`config.mk`:
```
export PLATFORM = sky130hd
export DESIGN_NAME = mtl_cell
export DESIGN_NICKNAME = d
export VERILOG_FILES = /design/src/mtl_pkg.sv /design/src/mtl_cell.sv
export SDC_FILE = /design/constraint.sdc
export NUM_CORES = 1
export LEC_CHECK = 0
export BUFFER_PORTS_ARGS = -buffer_cell sky130_fd_sc_hd__buf_2
export CAP_MARGIN = 10
export CORE_AREA = 2 2 99 101
export CTS_BUF_LIST = sky130_fd_sc_hd__clkbuf_8
export CTS_CLUSTER_SIZE = 25
export DETAILED_ROUTE_END_ITERATION = 10
export DIE_AREA = 0 0 101 103
export SYNTH_ARGS = -nofsm -noshare
export SYNTH_HDL_FRONTEND = slang
export SYNTH_SLANG_ARGS = --single-unit
```
`constraint.sdc`:
```
create_clock -name clk -period 4.9 [get_ports clk]
set_clock_uncertainty 0.05 [all_clocks]
set_input_delay 0.98 -clock clk [delete_from_list [all_inputs] [get_ports clk]]
set_output_delay 0.98 -clock clk [all_outputs]
set_load 0.01 [all_outputs]
```
`src/mtl_pkg.sv`:
```
// ----------------------------------------------------------------------------
// mtl_pkg
// shared types and constants for the mac learning table
// ----------------------------------------------------------------------------
`default_nettype none

package mtl_pkg;

  localparam int TABLE_DEPTH = 128;
  localparam int IDX_W       = (TABLE_DEPTH > 1) ? $clog2(TABLE_DEPTH) : 1;
  localparam int CNT_W       = $clog2(TABLE_DEPTH + 1);

  localparam logic ACT_LEARN = 1'b0;
  localparam logic ACT_FLUSH = 1'b1;

  typedef enum logic [2:0] {
    ST_NEW     = 3'd0,
    ST_REFRESH = 3'd1,
    ST_MOVE    = 3'd2,
    ST_FULL    = 3'd3,
    ST_FLUSH   = 3'd4
  } status_t;

  typedef struct packed {
    logic        action;
    logic [47:0] mac_addr;
    logic [11:0] vlan_id;
    logic [3:0]  port_num;
    logic        is_static;
  } mtl_in_t;

  typedef struct packed {
    logic [2:0] status;
    logic [3:0] previous_port;
    logic [7:0] removed_count;
    logic [7:0] occupancy;
  } mtl_out_t;

  // token walking down the cell chain, one cell per cycle
  typedef struct packed {
    logic             vld;
    logic             found;
    logic [3:0]       prev_port;
    logic [CNT_W-1:0] removed;
    logic             free_found;
    logic [IDX_W-1:0] free_idx;
  } mtl_tok_t;

  // insert command broadcast to all cells
  typedef struct packed {
    logic             go;
    logic [IDX_W-1:0] idx;
  } mtl_ins_t;

endpackage

`default_nettype wire

```
`src/mtl_cell.sv`:
```
// ----------------------------------------------------------------------------
// mtl_cell
// one table slot; updates itself as the search token passes and hands it on
// ----------------------------------------------------------------------------
`default_nettype none

module mtl_cell (
  input  wire                            clk,
  input  wire                            rst_n,
  input  wire  [mtl_pkg::IDX_W-1:0]      cell_idx,
  input  wire  mtl_pkg::mtl_in_t         req,
  input  wire  mtl_pkg::mtl_ins_t        ins,
  input  wire  mtl_pkg::mtl_tok_t        tok_in,
  output mtl_pkg::mtl_tok_t              tok_out
);
  import mtl_pkg::*;

  logic        valid_r, valid_nxt;
  logic [47:0] mac_r, mac_nxt;
  logic [11:0] vlan_r, vlan_nxt;
  logic [3:0]  port_r, port_nxt;
  logic        static_r, static_nxt;
  mtl_tok_t    tok_r, tok_nxt;
  logic        key_hit;

  assign key_hit = valid_r && (mac_r == req.mac_addr) && (vlan_r == req.vlan_id);

  always_comb begin
    valid_nxt  = valid_r;
    mac_nxt    = mac_r;
    vlan_nxt   = vlan_r;
    port_nxt   = port_r;
    static_nxt = static_r;
    tok_nxt    = tok_in;
    if (tok_in.vld) begin
      if (req.action == ACT_FLUSH) begin
        if (valid_r && (port_r == req.port_num) && !static_r) begin
          valid_nxt       = 1'b0;
          tok_nxt.removed = CNT_W'(tok_in.removed + 1'b1);
        end
      end else begin
        if (key_hit) begin
          // move or refresh; type is kept
          tok_nxt.found     = 1'b1;
          tok_nxt.prev_port = port_r;
          port_nxt          = req.port_num;
        end
        if (!valid_r && !tok_in.free_found) begin
          tok_nxt.free_found = 1'b1;
          tok_nxt.free_idx   = cell_idx;
        end
      end
    end
    if (ins.go && (ins.idx == cell_idx)) begin
      valid_nxt  = 1'b1;
      mac_nxt    = req.mac_addr;
      vlan_nxt   = req.vlan_id;
      port_nxt   = req.port_num;
      static_nxt = req.is_static;
    end
  end

  always_ff @(posedge clk) begin
    if (!rst_n) begin
      valid_r <= 1'b0;
    end else begin
      valid_r <= valid_nxt;
    end
  end

  // only the token valid bit needs a reset
  always_ff @(posedge clk) begin
    if (!rst_n) begin
      tok_r.vld <= 1'b0;
    end else begin
      tok_r.vld <= tok_nxt.vld;
    end
    tok_r.found      <= tok_nxt.found;
    tok_r.prev_port  <= tok_nxt.prev_port;
    tok_r.removed    <= tok_nxt.removed;
    tok_r.free_found <= tok_nxt.free_found;
    tok_r.free_idx   <= tok_nxt.free_idx;
  end

  always_ff @(posedge clk) begin
    mac_r    <= mac_nxt;
    vlan_r   <= vlan_nxt;
    port_r   <= port_nxt;
    static_r <= static_nxt;
  end

  assign tok_out = tok_r;

endmodule

`default_nettype wire

```
==> impl_table.tex, run 1 <==
\begin{tabular}{lr}
\hline
Metric & Value \\
\hline
\multicolumn{2}{l}{\textbf{Status}} \\
\quad Status & finished clean \\
\multicolumn{2}{l}{\textbf{Worst setup path}} \\
\quad Critical-path cell list & buf\_2 -> nor2b\_1 -> a2111o\_1 -> nor4\_1 -> nand2\_1 -> o41ai\_1 \\
\quad CP peak stage delay & 0.74 ns \\
\quad Critical path data arrival time & 2.87 ns \\
\quad Combined buffer and inverter count along the critical path & 1 \\
\quad Slowest cell on crit path & sky130\_fd\_sc\_hd\_\_o41ai\_1 \\
\quad Count of cell instances traversed by the critical path & 6 \\
\quad Setup crit start kind & primary input \\
\quad Critical Setup Path Class & primary input to flip-flop \\
\quad Worst reg2reg path endpoint & port\_r[1] \\
\quad Worst reg2reg startpoint & mac\_r[43] \\
\quad CP Launch Point & req[60] \\
\quad Critical Path Sink Type & flip-flop \\
\quad Largest delay contributor family on the critical path & compound AO/OA/AOI/OAI gates \\
\quad Data required time at the worst endpoint & 4.84 ns \\
\quad Reg-to-reg slack, setup & 2.24 ns \\
\quad Max FO, Critical Path & 4 \\
\quad Worst R2R Path Depth & 5 \\
\multicolumn{2}{l}{\textbf{Synth}} \\
\quad Mean cell area of the mapped netlist & 14.5 sq um \\
\quad Sequential cell area fraction in the yosys report & 0.666 \\
\quad Synthesized instance count & 250 \\
\quad Most common flop cell mapped by yosys & sky130\_fd\_sc\_hd\_\_edfxtp\_1 \\
\quad Synth unique cells & 32 \\
\quad Post-synthesis instance area & 3620 sq um \\
\quad Count of state elements after synthesis & 88 \\
\quad Cells taking the most area after synthesis & sky130\_fd\_sc\_hd\_\_edfxtp\_1 (54\%), sky130\_fd\_sc\_hd\_\_dfxtp\_1 (13\%), sky130\_fd\_sc\_hd\_\_xor2\_1 (7.0\%) \\
\quad Synth top area share & 0.539 \\
\quad Cell accounting for the most synthesized area & sky130\_fd\_sc\_hd\_\_edfxtp\_1 \\
\quad Yosys Warn Count & 0 \\
\quad Number of flops mapped to enable cells by yosys & 65 \\
\quad Async set-or-reset flop fraction in the synthesized netlist & 0 \\
\quad Mapped Nets & 356 \\
\multicolumn{2}{l}{\textbf{Floorplanning}} \\
\quad Row cnt & 36 \\
\quad Chip height & 103 um \\
\quad Effective utilization at floorplan & 0.383 \\
\quad Die area & 10,400 sq um \\
\quad Area inside the core boundary & 9460 sq um \\
\quad Die Width & 101 um \\
\quad Top-level port count & 127 \\
\multicolumn{2}{l}{\textbf{Timing}} \\
\quad Final setup violating endpoints & 0 \\
\quad Total count of max-transition violations in the final report & 0 \\
\quad Actual transition at the worst max-transition pin & 0.992 ns \\
\quad Final Hold Vio Count & 0 \\
\quad Setup slack after layout & 1.97 ns \\
\quad Post-layout minimum cycle time & 2.93 ns \\
\quad Final worst-path cycle share & 0.598 \\
\quad Max Fclk & 341 MHz \\
\quad Sum of negative setup slack & 0 ns \\
\quad Setup repair after global routing missed its margin & no \\
\quad Normalized max-slew margin & 0.333 \\
\multicolumn{2}{l}{\textbf{Pwr}} \\
\quad Leakage power figure & 1.84 nW \\
\quad VDD IR-drop max & 0.159 mV \\
\quad Pwr dens & 306 nW/um\^{}2 \\
\multicolumn{2}{l}{\textbf{Worst hold path}} \\
\quad Worst hold path class & flip-flop to flip-flop \\
\quad Startpoint of the most critical hold path & valid\_r \\
\quad Worst Hold Endpoint & tok\_out[7] \\
\quad Number of cells on the worst hold path & 1 \\
\multicolumn{2}{l}{\textbf{Global routing}} \\
\quad Initial antenna violation count & 0 \\
\quad Largest net degree at the start of global routing & 62 \\
\quad Via count of the first global-routing pass & 2,413 \\
\quad Overall Global Routing Usage & 0.143 \\
\quad Total congestion overflow after global routing & 0 \\
\quad Global-route wire length before repair & 11.2 mm \\
\multicolumn{2}{l}{\textbf{Clock tree}} \\
\quad Library cell used as clock root buffer & sky130\_fd\_sc\_hd\_\_clkbuf\_8 \\
\quad Count of hold-fix buffers inserted at cts & 0 \\
\quad Maximum clock path buffer count & 2 \\
\quad Number of resized instances in the post-cts repair step & 0 \\
\quad Clock transition at the register clock pins on the worst setup and hold paths after CTS & 0.08 ns \\
\quad Clock insertion delay at the later pin of the skew report & 0.35 ns \\
\quad CTS tree & yes \\
\quad Number of sinks handled by clock tree synthesis & 88 \\
\quad CTS H-Tree Depth & 3 \\
\quad \# Post-CTS Setup Buffers & 0 \\
\quad Total clock buffers created by CTS & 9 \\
\multicolumn{2}{l}{\textbf{Detailed routing}} \\
\quad Routed Antenna Nets & 0 \\
\quad Overall via count from detail\_route & 2,410 \\
\quad Detailed Routing Iterations Pass 1 & 4 \\
\quad WL per Instance & 14.6 um \\
\quad Drt via density & 4.75 \\
\quad Number of DRC violations after detailed routing & 0 \\
\quad Total length of routed wires & 7.41 mm \\
\quad Number of DRC violations after detailed-routing iteration 0 & 55 \\
\multicolumn{2}{l}{\textbf{Placed design}} \\
\quad HPWL after detailed placement & 5.72 mm \\
\quad Place WS & 1.52 ns \\
\quad Final RePlAce weighted congestion & 0.728 \\
\quad Number of buffers inserted by port buffering & 126 \\
\multicolumn{2}{l}{\textbf{Cells and area}} \\
\quad Number of antenna repair diodes & 0 \\
\quad Number of filler instances in the final layout & 897 \\
\quad Total Nets Final & 494 \\
\quad Fraction of final layout cells sized beyond drive strength 1 & 0.394 \\
\quad Most common cell after layout, fill and taps aside & sky130\_fd\_sc\_hd\_\_buf\_2 \\
\quad Top library cells by usage in the layout, fill and taps aside & sky130\_fd\_sc\_hd\_\_buf\_2 (126), sky130\_fd\_sc\_hd\_\_edfxtp\_1 (65), sky130\_fd\_sc\_hd\_\_xor2\_1 (29), sky130\_fd\_sc\_hd\_\_xnor2\_1 (28), sky130\_fd\_sc\_hd\_\_dfxtp\_1 (23) \\
\quad Area grow syn2layout & 26.5\% \\
\quad Total area of multi-input combinational cells & 1140 sq um \\
\quad Register cell area after layout & 2410 sq um \\
\multicolumn{2}{l}{\textbf{Job}} \\
\quad Number of max-capacitance violations reported & 0 \\
\hline
\end{tabular}
==> metal layers <==
layer,part of all wire,routed length (um),track usage
met1,0.44,3290,0.178
met2,0.46,3440,0.230
met3,0.077,569,0.0414
met4,0.015,109,0.0748
met5,0,0,0
==> per-stage QoR <==
| stage | cells | util | instance area (sq um) | power [mW] | hold slack (ns) |
|---|---|---|---|---|---|
| 6_report | 507 | 0.485 | 4580 | 1.40 | 0.479 |
| 5_1_grt | 507 | 0.485 | 4580 | 1.47 | 0.511 |
| 4_1_cts | 507 | 0.485 | 4580 | 1.43 | 0.493 |
| 3_5_place_dp | 491 | 0.466 | 4400 | 0.956 | 0.480 |
| 3_3_place_gp | 491 | 0.466 | 4400 | 0.954 | 0.464 |
| 2_1_floorplan | 250 | - | 3620 | 0.882 | 0.417 |
==> cells in the mapped netlist, drive strengths merged, types with 3 or more instances <==
master,count
o22ai,3
nor3,3
o221ai,3
o2111ai,3
nor2,3
xnor2,28
nor2b,6
nor4,10
dfxtp,23
mux2,12
a22oi,3
nand2b,9
edfxtp,65
nand4,9
nand2,6
inv,18
nand3,3
xor2,29
==> registers in the layout (all words and copies together) (netlist names) <==
name / cells
valid_r: 1
tok_out: 22
mac_r: 48
vlan_r: 12
port_r: 4
static_r: 1
==> layout make-up <==
type | count | share of cell area
clock buffers | 9 | 0.0270
clock inverters | 7 | 0.0120
inverters | 18 | 0.0147
multi-input cells | 144 | 0.250
flip-flops and latches | 88 | 0.526
well taps | 114 | 0.0311
repair buffers | 127 | 0.139
==> kinds of logic after synthesis <==
family,synth area share
AOI/OAI and AO/OA,0.0456
buffers and inverters,0.0186
and+or+nand+nor,0.0915
xor gates and xnor gates,0.138
DFF,0.666
adders and majority gates,0.00345
muxes,0.0373
==> report_power, final <==
group	internal [mW]	total (mW)	switching (mW)
clock	0.227	0.466	0.239
sequential	0.812	0.816	0.00393
combinational	0.0651	0.122	0.0565
total	1.10	1.40	0.299
==> worst max-delay path by stage <==
| stage | endpoint |
|---|---|
| 2_1_floorplan | mac_r[0] |
| 3_3_place_gp | port_r[0] |
| 3_5_place_dp | port_r[2] |
| 4_1_cts | port_r[1] |
| 5_1_grt | port_r[1] |
| 6_report | port_r[1] |
Note: power is estimated with default switching activity, not from simulation.
==> run 2: changes to the inputs <==
clock period = 3.05 ns   (was 4.9 ns; I/O delays follow)
==> impl_table.tex, run 2 (synthesis results as in run 1) <==
\begin{tabular}{lr}
\hline
Metric & Value \\
\hline
\multicolumn{2}{l}{\textbf{Status}} \\
\quad Status & finished clean \\
\multicolumn{2}{l}{\textbf{Timing}} \\
\quad Post-layout minimum cycle time & 2.36 ns \\
\quad Actual transition at the worst max-transition pin & 0.541 ns \\
\quad Total count of max-transition violations in the final report & 0 \\
\quad Final setup violating endpoints & 0 \\
\quad Final Hold Vio Count & 0 \\
\quad Final worst-path cycle share & 0.773 \\
\quad Setup repair after global routing missed its margin & no \\
\quad Max Fclk & 424 MHz \\
\quad Post-route worst hold slack & 0.384 ns \\
\quad Sum of negative setup slack & 0 ns \\
\quad Normalized max-slew margin & 0.636 \\
\multicolumn{2}{l}{\textbf{Cells and area}} \\
\quad Top reg by flops & mac\_r \\
\quad Number of filler instances in the final layout & 863 \\
\quad Area grow syn2layout & 29.0\% \\
\quad Top library cells by usage in the layout, fill and taps aside & sky130\_fd\_sc\_hd\_\_buf\_2 (126), sky130\_fd\_sc\_hd\_\_edfxtp\_1 (65), sky130\_fd\_sc\_hd\_\_xor2\_1 (29), sky130\_fd\_sc\_hd\_\_xnor2\_1 (28), sky130\_fd\_sc\_hd\_\_dfxtp\_1 (23) \\
\quad Most common cell after layout, fill and taps aside & sky130\_fd\_sc\_hd\_\_buf\_2 \\
\quad Number of antenna repair diodes & 0 \\
\quad Fraction of final layout cells sized beyond drive strength 1 & 0.403 \\
\quad Flip-flop count of the largest register, all copies and words added & 48 \\
\quad Final instance area & 4680 sq um \\
\quad Total Nets Final & 498 \\
\multicolumn{2}{l}{\textbf{Clock tree}} \\
\quad Number of sinks handled by clock tree synthesis & 88 \\
\quad Number of resized instances in the post-cts repair step & 0 \\
\quad Clock transition at the register clock pins on the worst setup and hold paths after CTS & 0.09 ns \\
\quad Clock insertion delay at the later pin of the skew report & 0.35 ns \\
\quad CTS tree & yes \\
\quad Library cell used as clock root buffer & sky130\_fd\_sc\_hd\_\_clkbuf\_8 \\
\quad Count of hold-fix buffers inserted at cts & 0 \\
\quad \# Post-CTS Setup Buffers & 0 \\
\quad Total clock buffers created by CTS & 9 \\
\quad CTS H-Tree Depth & 3 \\
\quad Maximum clock path buffer count & 2 \\
\multicolumn{2}{l}{\textbf{Floorplanning}} \\
\quad Effective utilization at floorplan & 0.383 \\
\quad Die Width & 101 um \\
\quad Top-level port count & 127 \\
\quad Die area & 10,400 sq um \\
\quad Area inside the core boundary & 9460 sq um \\
\quad Chip height & 103 um \\
\quad Row cnt & 36 \\
\multicolumn{2}{l}{\textbf{Pwr}} \\
\quad Pwr dens & 509 nW/um\^{}2 \\
\quad VDD IR-drop max & 0.198 mV \\
\quad Leakage power figure & 1.88 nW \\
\multicolumn{2}{l}{\textbf{Global routing}} \\
\quad Overall Global Routing Usage & 0.143 \\
\quad Met3 track demand over resource & 0.0481 \\
\quad Met2 GRT Util & 0.232 \\
\quad Met1 Track Usage GR & 0.172 \\
\quad Global-route wire length before repair & 11.1 mm \\
\quad Initial antenna violation count & 0 \\
\quad Largest net degree at the start of global routing & 38 \\
\quad Via count of the first global-routing pass & 2,397 \\
\quad Total congestion overflow after global routing & 0 \\
\quad Busiest layer in global routing & met2 \\
\multicolumn{2}{l}{\textbf{Detailed routing}} \\
\quad Overall via count from detail\_route & 2,430 \\
\quad Drt via density & 4.76 \\
\quad Detailed Routing Iterations Pass 1 & 4 \\
\quad WL per Instance & 14.4 um \\
\quad Number of DRC violations after detailed routing & 0 \\
\quad Number of DRC violations after detailed-routing iteration 0 & 95 \\
\quad Total length of routed wires & 7.36 mm \\
\quad Routed Antenna Nets & 0 \\
\multicolumn{2}{l}{\textbf{Worst setup path}} \\
\quad Max FO, Critical Path & 5 \\
\quad Critical-path cell list & nor2b\_1 -> a2111o\_1 -> nor4\_1 -> nand3\_1 -> nor4\_4 -> mux2\_2 \\
\quad Largest delay contributor family on the critical path & simple AND/OR/NAND/NOR gates \\
\quad Reg-to-reg slack, setup & 0.69 ns \\
\quad Critical Setup Path Class & flip-flop to flip-flop \\
\quad Critical Path Sink Type & flip-flop \\
\quad CP Launch Point & mac\_r[43] \\
\quad Data required time at the worst endpoint & 3.24 ns \\
\quad Count of cell instances traversed by the critical path & 6 \\
\quad Combined buffer and inverter count along the critical path & 0 \\
\quad Worst R2R Path Depth & 6 \\
\quad Slowest cell on crit path & sky130\_fd\_sc\_hd\_\_edfxtp\_1 \\
\quad Worst reg2reg startpoint & mac\_r[43] \\
\quad Setup crit start kind & flip-flop \\
\quad CP peak stage delay & 0.40 ns \\
\quad Critical path data arrival time & 2.55 ns \\
\multicolumn{2}{l}{\textbf{Worst hold path}} \\
\quad Number of cells on the worst hold path & 1 \\
\quad Worst hold path class & primary input to flip-flop \\
\quad Startpoint of the most critical hold path & req[0] \\
\multicolumn{2}{l}{\textbf{Placed design}} \\
\quad Final RePlAce weighted congestion & 0.703 \\
\quad Number of buffers inserted by port buffering & 126 \\
\quad Post-place instance area & 4460 sq um \\
\quad HPWL after detailed placement & 5.79 mm \\
\multicolumn{2}{l}{\textbf{Job}} \\
\quad Number of max-capacitance violations reported & 0 \\
\hline
\end{tabular}
run 2: changes by cell type in the layout (fill, tap and decap cells not counted), sizes merged:
cell      previous run  this run
clkbuf               9        10
clkinvlp             0         1
bufinv               1         2
clkinv               4         0
inv                 20        21
buf                127       131
run 2: power by group:
part	internal [mW]	leakage (nW)	switching (mW)
clock	0.476	0.116	0.394
sequential	1.31	0.778	0.00579
combinational	0.106	0.987	0.0917
run 2: cell type report:
class	count	area [sq um]	share of cell area
flip-flops and latches	88	2410	0.516
inverters	18	67.6	0.0145
repair buffers	131	693	0.148
multi-input cells	144	1140	0.245
clock inverters	6	78.8	0.0169
well taps	114	143	0.0305
clock buffers	10	138	0.0294
run 2: stage by stage:
| stage | instances | util | worst slack [ns] | total power [mW] |
|---|---|---|---|---|
| 3_3_place_gp | 495 | 0.471 | 0.416 | 1.53 |
| 5_1_grt | 511 | 0.494 | 0.531 | 2.48 |
| 3_5_place_dp | 495 | 0.471 | 0.341 | 1.54 |
| 4_1_cts | 511 | 0.494 | 0.633 | 2.42 |
| 6_report | 511 | 0.494 | 0.691 | 2.38 |
| 2_1_floorplan | 250 | - | 0.209 | 1.42 |
run 2: final timing paths:
kind                 endpoint
setup / recovery  tok_out[19]
hold / removal       static_r
setup reg to reg  tok_out[19]
hold reg to reg   tok_out[18]
run 2: metal layers:
layer  vias to the layer above  routed length [um]
met2                        87                3470
met4                         0                 124
met3                        11                 613
met5                         -                   0
met1                      1132                3150
li1                       1200                   -
